File: config.mk
export PLATFORM = sky130hd
export DESIGN_NAME = lidar_scan_packet_parser
export DESIGN_NICKNAME = d
export VERILOG_FILES = /design/src/hw/rtl/lsp_pkg.sv /design/src/hw/rtl/lsp_front.sv /design/src/hw/rtl/lsp_job_fifo.sv /design/src/hw/rtl/lsp_back.sv /design/src/hw/rtl/lidar_scan_packet_parser.sv
export SDC_FILE = /design/constraint.sdc
export NUM_CORES = 1
export LEC_CHECK = 0
export ABC_CLOCK_PERIOD_IN_PS = 10300
export BUFFER_PORTS_ARGS = -buffer_cell sky130_fd_sc_hd__buf_2
export CORE_MARGIN = 1
export CORE_UTILIZATION = 50
export CTS_CLUSTER_SIZE = 16
export DETAILED_ROUTE_END_ITERATION = 16
export GPL_TIMING_DRIVEN = 0
export HOLD_SLACK_MARGIN = 0.05
export MAX_ROUTING_LAYER = met4
export PLACE_DENSITY = 0.73
export SLEW_MARGIN = 40
export SYNTH_ARGS = -nofsm -noshare
export SYNTH_HDL_FRONTEND = slang
export SYNTH_SLANG_ARGS = --single-unit
File: constraint.sdc
create_clock -name clk -period 10.3 [get_ports clk]
set_clock_uncertainty 0.2 [all_clocks]
set_input_delay 2.06 -clock clk [delete_from_list [all_inputs] [get_ports clk]]
set_output_delay 2.06 -clock clk [all_outputs]
set_load 0.05 [all_outputs]
File: src/hw/rtl/lsp_pkg.sv
package lsp_pkg;
	localparam int JQ_DEPTH_DEF = 2;

	localparam logic [7:0] HDR_BYTE0  = 8'hAA;
	localparam logic [7:0] HDR_BYTE1  = 8'h55;
	localparam logic [2:0] ANG_LAST   = 3'd5;
	localparam logic [2:0] ANG_FSA_HI = 3'd1;
	localparam logic [2:0] ANG_LSA_HI = 3'd3;
	localparam logic [8:0] DEG_MAX    = 9'd360;
	localparam int DIV_STEPS = 24;
	localparam int CNT_W = $clog2(DIV_STEPS + 1);

	typedef struct packed {
		logic [14:0] fsa;
		logic [14:0] lsa;
		logic [7:0]  idx;
		logic [7:0]  total;
		logic [13:0] sdist;
		logic        last;
	} lsp_job_t;
endpackage

File: src/hw/rtl/lsp_front.sv
module lsp_front (
	input  logic             clk,
	input  logic             arst_n,
	input  logic             push,
	input  logic [7:0]       rx_byte,
	input  logic             jq_full,
	output logic             full,
	output logic             job_push,
	output lsp_pkg::lsp_job_t job
);
	import lsp_pkg::*;

	typedef enum logic [5:0] {
		PH_HUNT    = 6'b000001,
		PH_SYNC2   = 6'b000010,
		PH_TYPE    = 6'b000100,
		PH_COUNT   = 6'b001000,
		PH_ANGLES  = 6'b010000,
		PH_SAMPLES = 6'b100000
	} phase_t;

	phase_t      phase_q;
	logic [2:0]  fcnt_q;
	logic [7:0]  total_q;
	logic [7:0]  idx_q;
	logic [14:0] fsa_q;
	logic [14:0] lsa_q;
	logic [7:0]  low_q;

	logic        accept;
	logic [15:0] word;
	logic        last;

	assign full   = jq_full;
	assign accept = push && !jq_full;
	assign word   = {rx_byte, low_q};
	assign last   = (({1'b0, idx_q} + 9'd1) >= {1'b0, total_q});

	assign job_push  = accept && (phase_q == PH_SAMPLES) && (fcnt_q != 3'd0);
	assign job.fsa   = fsa_q;
	assign job.lsa   = lsa_q;
	assign job.idx   = idx_q;
	assign job.total = total_q;
	assign job.sdist = word[15:2];
	assign job.last  = last;

	always_ff @(posedge clk or negedge arst_n) begin
		if (!arst_n) begin
			phase_q <= PH_HUNT;
			fcnt_q  <= 3'd0;
			total_q <= 8'd0;
			idx_q   <= 8'd0;
			fsa_q   <= 15'd0;
			lsa_q   <= 15'd0;
			low_q   <= 8'd0;
		end else if (accept) begin
			unique case (phase_q)
				PH_HUNT: begin
					if (rx_byte == HDR_BYTE0)
						phase_q <= PH_SYNC2;
				end
				PH_SYNC2: begin
					if (rx_byte == HDR_BYTE1)
						phase_q <= PH_TYPE;
					else if (rx_byte != HDR_BYTE0)
						phase_q <= PH_HUNT;
				end
				PH_TYPE: begin
					phase_q <= rx_byte[0] ? PH_HUNT : PH_COUNT;
				end
				PH_COUNT: begin
					total_q <= rx_byte;
					idx_q   <= 8'd0;
					fcnt_q  <= 3'd0;
					phase_q <= PH_ANGLES;
				end
				PH_ANGLES: begin
					if (fcnt_q == ANG_FSA_HI)
						fsa_q <= word[15:1];
					if (fcnt_q == ANG_LSA_HI)
						lsa_q <= word[15:1];
					low_q <= rx_byte;
					if (fcnt_q >= ANG_LAST) begin
						fcnt_q  <= 3'd0;
						idx_q   <= 8'd0;
						phase_q <= (total_q == 8'd0) ? PH_HUNT : PH_SAMPLES;
					end else begin
						fcnt_q <= fcnt_q + 3'd1;
					end
				end
				PH_SAMPLES: begin
					if (fcnt_q == 3'd0) begin
						low_q  <= rx_byte;
						fcnt_q <= 3'd1;
					end else begin
						fcnt_q <= 3'd0;
						if (last) begin
							idx_q   <= 8'd0;
							phase_q <= PH_HUNT;
						end else begin
							idx_q <= idx_q + 8'd1;
						end
					end
				end
				default: begin
					phase_q <= PH_HUNT;
					fcnt_q  <= 3'd0;
				end
			endcase
		end
	end
endmodule

File: src/hw/rtl/lsp_job_fifo.sv
module lsp_job_fifo #(
	parameter int DEPTH = lsp_pkg::JQ_DEPTH_DEF
) (
	input  logic              clk,
	input  logic              arst_n,
	input  logic              push,
	input  lsp_pkg::lsp_job_t din,
	output logic              full,
	input  logic              pop,
	output lsp_pkg::lsp_job_t dout,
	output logic              empty
);
	import lsp_pkg::*;

	localparam int PW = (DEPTH > 1) ? $clog2(DEPTH) : 1;
	localparam int CW = $clog2(DEPTH + 1);
	localparam logic [PW-1:0] PTR_LAST = PW'(DEPTH - 1);
	localparam logic [CW-1:0] CNT_FULL = CW'(DEPTH);

	lsp_job_t        mem_q [DEPTH];
	logic [PW-1:0]   wr_q;
	logic [PW-1:0]   rd_q;
	logic [CW-1:0]   cnt_q;
	logic            do_push;
	logic            do_pop;

	assign full    = (cnt_q == CNT_FULL);
	assign empty   = (cnt_q == '0);
	assign do_push = push && !full;
	assign do_pop  = pop && !empty;
	assign dout    = mem_q[rd_q];

	always_ff @(posedge clk) begin
		if (do_push)
			mem_q[wr_q] <= din;
	end

	always_ff @(posedge clk or negedge arst_n) begin
		if (!arst_n) begin
			wr_q  <= '0;
			rd_q  <= '0;
			cnt_q <= '0;
		end else begin
			if (do_push)
				wr_q <= (wr_q == PTR_LAST) ? '0 : wr_q + 1'b1;
			if (do_pop)
				rd_q <= (rd_q == PTR_LAST) ? '0 : rd_q + 1'b1;
			if (do_push && !do_pop)
				cnt_q <= cnt_q + 1'b1;
			else if (do_pop && !do_push)
				cnt_q <= cnt_q - 1'b1;
		end
	end
endmodule

File: src/hw/rtl/lsp_back.sv
module lsp_back (
	input  logic              clk,
	input  logic              arst_n,
	input  logic              jq_empty,
	input  lsp_pkg::lsp_job_t job,
	output logic              jq_pop,
	input  logic              pop,
	output logic              empty,
	output logic [8:0]        angle_deg,
	output logic              in_range,
	output logic [13:0]       distance,
	output logic              last_in_packet
);
	import lsp_pkg::*;

	typedef enum logic [4:0] {
		B_IDLE = 5'b00001,
		B_MUL  = 5'b00010,
		B_DIV  = 5'b00100,
		B_ADJ  = 5'b01000,
		B_OUT  = 5'b10000
	} bstate_t;

	bstate_t            st_q;
	logic [14:0]        fsa_q;
	logic signed [15:0] diff_q;
	logic [7:0]         idx_q;
	logic [7:0]         div_q;
	logic               single_q;
	logic [13:0]        dist_q;
	logic               last_q;
	logic               neg_q;
	logic [23:0]        quo_q;
	logic [8:0]         rem_q;
	logic [CNT_W-1:0]   cnt_q;
	logic signed [24:0] qs_q;
	logic               ov_q;
	logic [8:0]         deg_q;
	logic               rng_q;
	logic [13:0]        odist_q;
	logic               olast_q;

	logic signed [24:0] prod;
	logic [24:0]        prod_mag;
	logic [8:0]         rem_sh;
	logic               ge;
	logic [24:0]        qmag;
	logic signed [25:0] asum;
	logic [8:0]         deg;
	logic               load;

	assign prod     = diff_q * $signed({1'b0, idx_q});
	assign prod_mag = prod[24] ? 25'(-prod) : 25'(prod);
	assign rem_sh   = {rem_q[7:0], quo_q[23]};
	assign ge       = (rem_sh >= {1'b0, div_q});
	assign qmag     = {1'b0, quo_q} + {24'd0, neg_q && (rem_q != 9'd0)};
	assign asum     = $signed({11'd0, fsa_q}) + $signed({qs_q[24], qs_q});
	assign deg      = asum[25] ? 9'd0 : asum[14:6];
	assign load     = (st_q == B_OUT) && (!ov_q || pop);

	assign jq_pop         = (st_q == B_IDLE) && !jq_empty;
	assign empty          = !ov_q;
	assign angle_deg      = deg_q;
	assign in_range       = rng_q;
	assign distance       = odist_q;
	assign last_in_packet = olast_q;

	always_ff @(posedge clk) begin
		unique case (st_q)
			B_IDLE: begin
				fsa_q    <= job.fsa;
				diff_q   <= $signed({1'b0, job.lsa}) - $signed({1'b0, job.fsa});
				idx_q    <= job.idx;
				div_q    <= job.total - 8'd1;
				single_q <= (job.total <= 8'd1);
				dist_q   <= job.sdist;
				last_q   <= job.last;
			end
			B_MUL: begin
				neg_q <= prod[24] && !single_q;
				quo_q <= single_q ? 24'd0 : prod_mag[23:0];
				rem_q <= 9'd0;
				cnt_q <= CNT_W'(DIV_STEPS);
			end
			B_DIV: begin
				quo_q <= {quo_q[22:0], ge};
				rem_q <= ge ? (rem_sh - {1'b0, div_q}) : rem_sh;
				cnt_q <= cnt_q - 1'b1;
			end
			B_ADJ: begin
				qs_q <= neg_q ? $signed(-qmag) : $signed(qmag);
			end
			B_OUT: begin
			end
			default: begin
			end
		endcase
		if (load) begin
			deg_q   <= deg;
			rng_q   <= (deg <= DEG_MAX);
			odist_q <= dist_q;
			olast_q <= last_q;
		end
	end

	always_ff @(posedge clk or negedge arst_n) begin
		if (!arst_n) begin
			st_q <= B_IDLE;
			ov_q <= 1'b0;
		end else begin
			if (load)
				ov_q <= 1'b1;
			else if (pop)
				ov_q <= 1'b0;
			unique case (st_q)
				B_IDLE: begin
					if (!jq_empty)
						st_q <= B_MUL;
				end
				B_MUL: begin
					st_q <= single_q ? B_ADJ : B_DIV;
				end
				B_DIV: begin
					if (cnt_q == CNT_W'(1))
						st_q <= B_ADJ;
				end
				B_ADJ: begin
					st_q <= B_OUT;
				end
				B_OUT: begin
					if (load)
						st_q <= B_IDLE;
				end
				default: begin
					st_q <= B_IDLE;
				end
			endcase
		end
	end
endmodule

File: src/hw/rtl/lidar_scan_packet_parser.sv
// Lidar scan packet parser.
// Input channel: push/full carry one received byte (rx_byte) per beat. Packets
// start with 0xAA 0x55, a type byte (odd types dropped), a sample count, the
// start and end angle words and a checksum word; each two-byte sample after
// that yields one result beat.
// Result channel: empty/pop; angle_deg, in_range, distance and last_in_packet
// of the oldest result stand on the ports while empty is low.
// Header, angle and first sample bytes are taken at one per cycle while full is
// low. A sample's second byte hands a job to a JQ_DEPTH-entry queue; the back
// end then reads it from the queue, multiplies, runs 24 restoring divide steps,
// fixes the sign and adds the angle (the divide is skipped when the packet holds
// one sample), and loads the result into the output register. The bit-serial
// divider bounds throughput: the back end reads the next job only after that
// load. full rises while the job queue is full.
// When the receiver stalls, the result holds in the output register, the back
// end waits with the next finished sample, and the queue then fills and raises
// full. Reset (arst_n low) returns the parser to header hunt and empties the
// queue and the output register.
module lidar_scan_packet_parser #(
	parameter int JQ_DEPTH = lsp_pkg::JQ_DEPTH_DEF
) (
	input  logic        clk,
	input  logic        arst_n,
	input  logic        push,
	output logic        full,
	input  logic [7:0]  rx_byte,
	output logic        empty,
	input  logic        pop,
	output logic [8:0]  angle_deg,
	output logic        in_range,
	output logic [13:0] distance,
	output logic        last_in_packet
);
	import lsp_pkg::*;

	lsp_job_t job_in;
	lsp_job_t job_out;
	logic     job_push;
	logic     jq_full;
	logic     jq_empty;
	logic     jq_pop;

	lsp_front u_front (
		.clk      (clk),
		.arst_n   (arst_n),
		.push     (push),
		.rx_byte  (rx_byte),
		.jq_full  (jq_full),
		.full     (full),
		.job_push (job_push),
		.job      (job_in)
	);

	lsp_job_fifo #(
		.DEPTH (JQ_DEPTH)
	) u_jq (
		.clk    (clk),
		.arst_n (arst_n),
		.push   (job_push),
		.din    (job_in),
		.full   (jq_full),
		.pop    (jq_pop),
		.dout   (job_out),
		.empty  (jq_empty)
	);

	lsp_back u_back (
		.clk            (clk),
		.arst_n         (arst_n),
		.jq_empty       (jq_empty),
		.job            (job_out),
		.jq_pop         (jq_pop),
		.pop            (pop),
		.empty          (empty),
		.angle_deg      (angle_deg),
		.in_range       (in_range),
		.distance       (distance),
		.last_in_packet (last_in_packet)
	);
endmodule

==> results.md <==
* Avg Synthesized Cell Area at 11.5 sq um
* Post-CTS Setup Bufs at 0
* PostCTS Resize Cnt at 0
* Largest net degree at the start of global routing at 46
* CP most frequent cell: fa_1
* Die area at around 43000 sq um
* Worst R2R Setup Slack at about 3.5 ns
* Min-delay src: u_back.dist_q[8]
* Input/output buffers at 38
* Run status: finished clean
* GP Congestion at between 0.9 and 1
* CP startpoint kind: flip-flop
* Kind of end point of the critical path: flip-flop
* I/O pin total at 39
* Routed len/inst at ~17 um
* Yosys top cell by area: edfxtp_1
* Hold depth at 0
* CTS Hold Bufs at 0
* WHS at 0.220 ns
* Hold Vio Cnt, Final at 0
* Post-synth ARST share at 0.208
* Horiz. Die Dim at ~210 um
* Area growth, synth to finish at 11.1%
* EDFF count, synth at roughly 270
* CTS max path bufs at 3
* Detail Placement HPWL at about 33000 um
* Worst-path clk slew at 0.06 ns
* Initial Util at 0.512
* Share of cells above drive strength 1 at 0.129
* Slowest cell on the critical path: fa_1
* DR pass1 iterations at 5
* GRT Residual Overflow at 0
* Xor/xnor share of the synthesized area at 0.0535
* Initial antenna violation count at 0
* Main combinational cell family by area after synthesis: adder cells
* Fin crit share at 0.661
* Maxcap violations at 0
* Clock sink total at between 300 and 400
* RR Startpoint: u_back.idx_q[2]
* Yosys warnings at 0
* Final Core Density at 0.569
* Flops & latches, synth at 346
* Worst path cell trace: clkbuf_1, nand2_1, fa_1, inv_1, fa_1, inv_1, fa_1, fa_1, inv_1, ha_1, o21ai_0, a21oi_1, o311a_1, o211ai_1, a31oi_1, o22ai_1, xnor2_2, clkbuf_1, nor2_1, xnor2_1, o22ai_1
* First-pass GRT wire length at about 72000 um
* Slew Limit Fails at 0
* Hold crit path type: flip-flop to flip-flop
* Cell area after synthesis at about 21000 sq um
* Synth unique cells at between 80 and 90
* Reg2reg end: u_back.quo_q[7]
* Post-route ant nets at 0
* Core Area at approximately 41000 sq um
* RSZ-0062 raised after global routing: no
* Syn nets at just over 2000
* Fmax at between 100 and 150 MHz
* Routed WL at 43200 um
* Max incr delay on CP at 0.55 ns
* Ys flop type: edfxtp_1
* Starting DRC count in detailed routing at slightly above 700
* Crit Path Class: flip-flop to flip-flop
* Post-synthesis compound-gate area fraction at 0.0696
* Yosys top cell area share at 0.390
* Post-Synth Simple-Gate Area at 0.127
* Multiplexer area fraction after synthesis at 0.0620
* CP required at around 10 ns
* Die height at 207 um
* CTS tree: built
* Overall Global Routing Usage at 0.214
* Ant diodes at 0
* Post-Synthesis Cells at approximately 1800
* Worst Path Max Fanout at 10
* Worst-margin pin slew at ~0.83 ns
* Skew-Pair Late Insertion Delay at between 0.5 and 0.6 ns
* Root Buffer: clkbuf_16
* Via/cell ratio at 5.45
* Register-to-Register Path Depth at 21
* Num rows at 74
* H-Tree Depth at 2
* CTS buffer count at 35
* Hold path endpoint: u_back.distance[8]
* Post-detailed-route DRC marker count at 0
* Number of global-route vias before repair at approximately 14000
* Setup violations, final at 0
* Bufs and invs on worst path at 5
* Setup_tns at 0 ns
* Synth Area in Adders at 0.163
* Arrival time at the worst endpoint at 6.86 ns
* Fin crit period at 6.81 ns
* Top post-synthesis cells by area: edfxtp_1 39%, fa_1 9.9%, dfrtp_1 8.3%
* Sequential-to-total area share from yosys stat at 0.475
* Vias at 13626
* Top Family by Delay on Critical Path: adder cells
* # nets final at between 2000 and 2500
* Relative slew slack at 0.449
metrics by stage:
stage / worst slack (ns) / cell area, sq um / std cells
2_1_floorplan: 1.55 / 21100 / 1834
3_3_place_gp: -2.23 / 22000 / 2404
3_5_place_dp: 3.30 / 22300 / 2437
4_1_cts: 3.27 / 23400 / 2501
5_1_grt: 3.08 / 23400 / 2501
6_report: 3.49 / 23400 / 2501
cell families (layout without fill, tap and decap cells):
logic type	Yosys count	in the layout
muxes	120	120
xor gates and xnor gates	129	129
adders and majority gates	213	213
AOI/OAI and AO/OA	228	228
DFF	346	346
and+or+nand+nor	526	526
buffers and inverters	272	407
cells in the final DEF (no fill, tap or decap), types with 43 or more instances in the layout:
| master | netlist | final |
|---|---|---|
| a21oi_1 | 52 | 50 |
| and2_1 | 78 | 77 |
| buf_2 | 4 | 62 |
| clkbuf_1 | 37 | 43 |
| dfrtp_1 | 70 | 70 |
| edfxtp_1 | 274 | 274 |
| fa_1 | 104 | 104 |
| ha_1 | 109 | 109 |
| inv_1 | 223 | 223 |
| mux2_2 | 86 | 86 |
| nand2_1 | 169 | 168 |
| nor2_1 | 102 | 101 |
| o21ai_0 | 69 | 69 |
| xnor2_1 | 85 | 84 |
| xor2_1 | 44 | 44 |
cells in the mapped netlist (all sizes together), types with 12 or more instances:
cell	instances
nor3	29
o21ai	74
xor2	44
dfrtp	70
nand2	169
nand3	32
edfxtp	274
nand4	15
xnor2	85
a31oi	12
a21oi	53
and2	78
clkbuf	37
fa	104
ha	109
mux2i	34
nor2	102
a21o	13
inv	223
nand2b	18
mux2	86
registers in the layout, indices dropped and copies added, names as in the netlist, 2 cells and up:
| name | flops |
|---|---|
| u_back.qs_q | 25 |
| u_back.div_q | 8 |
| u_back.dist_q | 14 |
| u_back.rem_q | 9 |
| u_front.total_q | 8 |
| u_front.low_q | 7 |
| u_front.fcnt_q | 3 |
| u_front.fsa_q | 15 |
| u_back.quo_q | 24 |
| u_jq.mem_q | 122 |
| u_back.distance | 14 |
| u_back.diff_q | 16 |
| u_jq.cnt_q | 2 |
| u_front.idx_q | 8 |
| u_back.angle_deg | 9 |
| u_back.idx_q | 8 |
| u_front.lsa_q | 15 |
| u_back.st_q | 5 |
| u_back.fsa_q | 15 |
| u_back.cnt_q | 5 |
| u_front.phase_q | 6 |
cell type report:
class                           count  area, sq um
Fill cell                        3304        17800
Multi-Input combinational cell   1216        10100
Sequential cell                   346        10000
Clock buffer                       50         1000
Inverter                          224          841
Tap cell                          532          666
Timing Repair Buffer               71          457
Buffer                             48          191
Clock inverter                     14          158
layer usage:
layer	global-route usage	routed length, um
met1	0.269	18700
met2	0.359	21300
met3	0.0266	1960
met4	0.0705	1270
met5	-	0
worst max path at each step:
stage                    startpoint           endpoint  slack [ns]  cells past startpoint
floorplan                      push   u_jq.mem_q[0][0]        1.55                      2
detailed placement  u_back.idx_q[2]    u_back.quo_q[7]        3.30                     21
global placement               push  u_jq.mem_q[0][50]       -2.23                      3
finish              u_back.idx_q[2]    u_back.quo_q[7]        3.49                     21
CTS                 u_back.idx_q[2]   u_back.quo_q[12]        3.27                     21
global route        u_back.idx_q[2]   u_back.quo_q[12]        3.08                     21
Power is left out: the tool's default activity adds up to more than one toggle a clock period on the data nets, which glitch-free logic cannot reach.
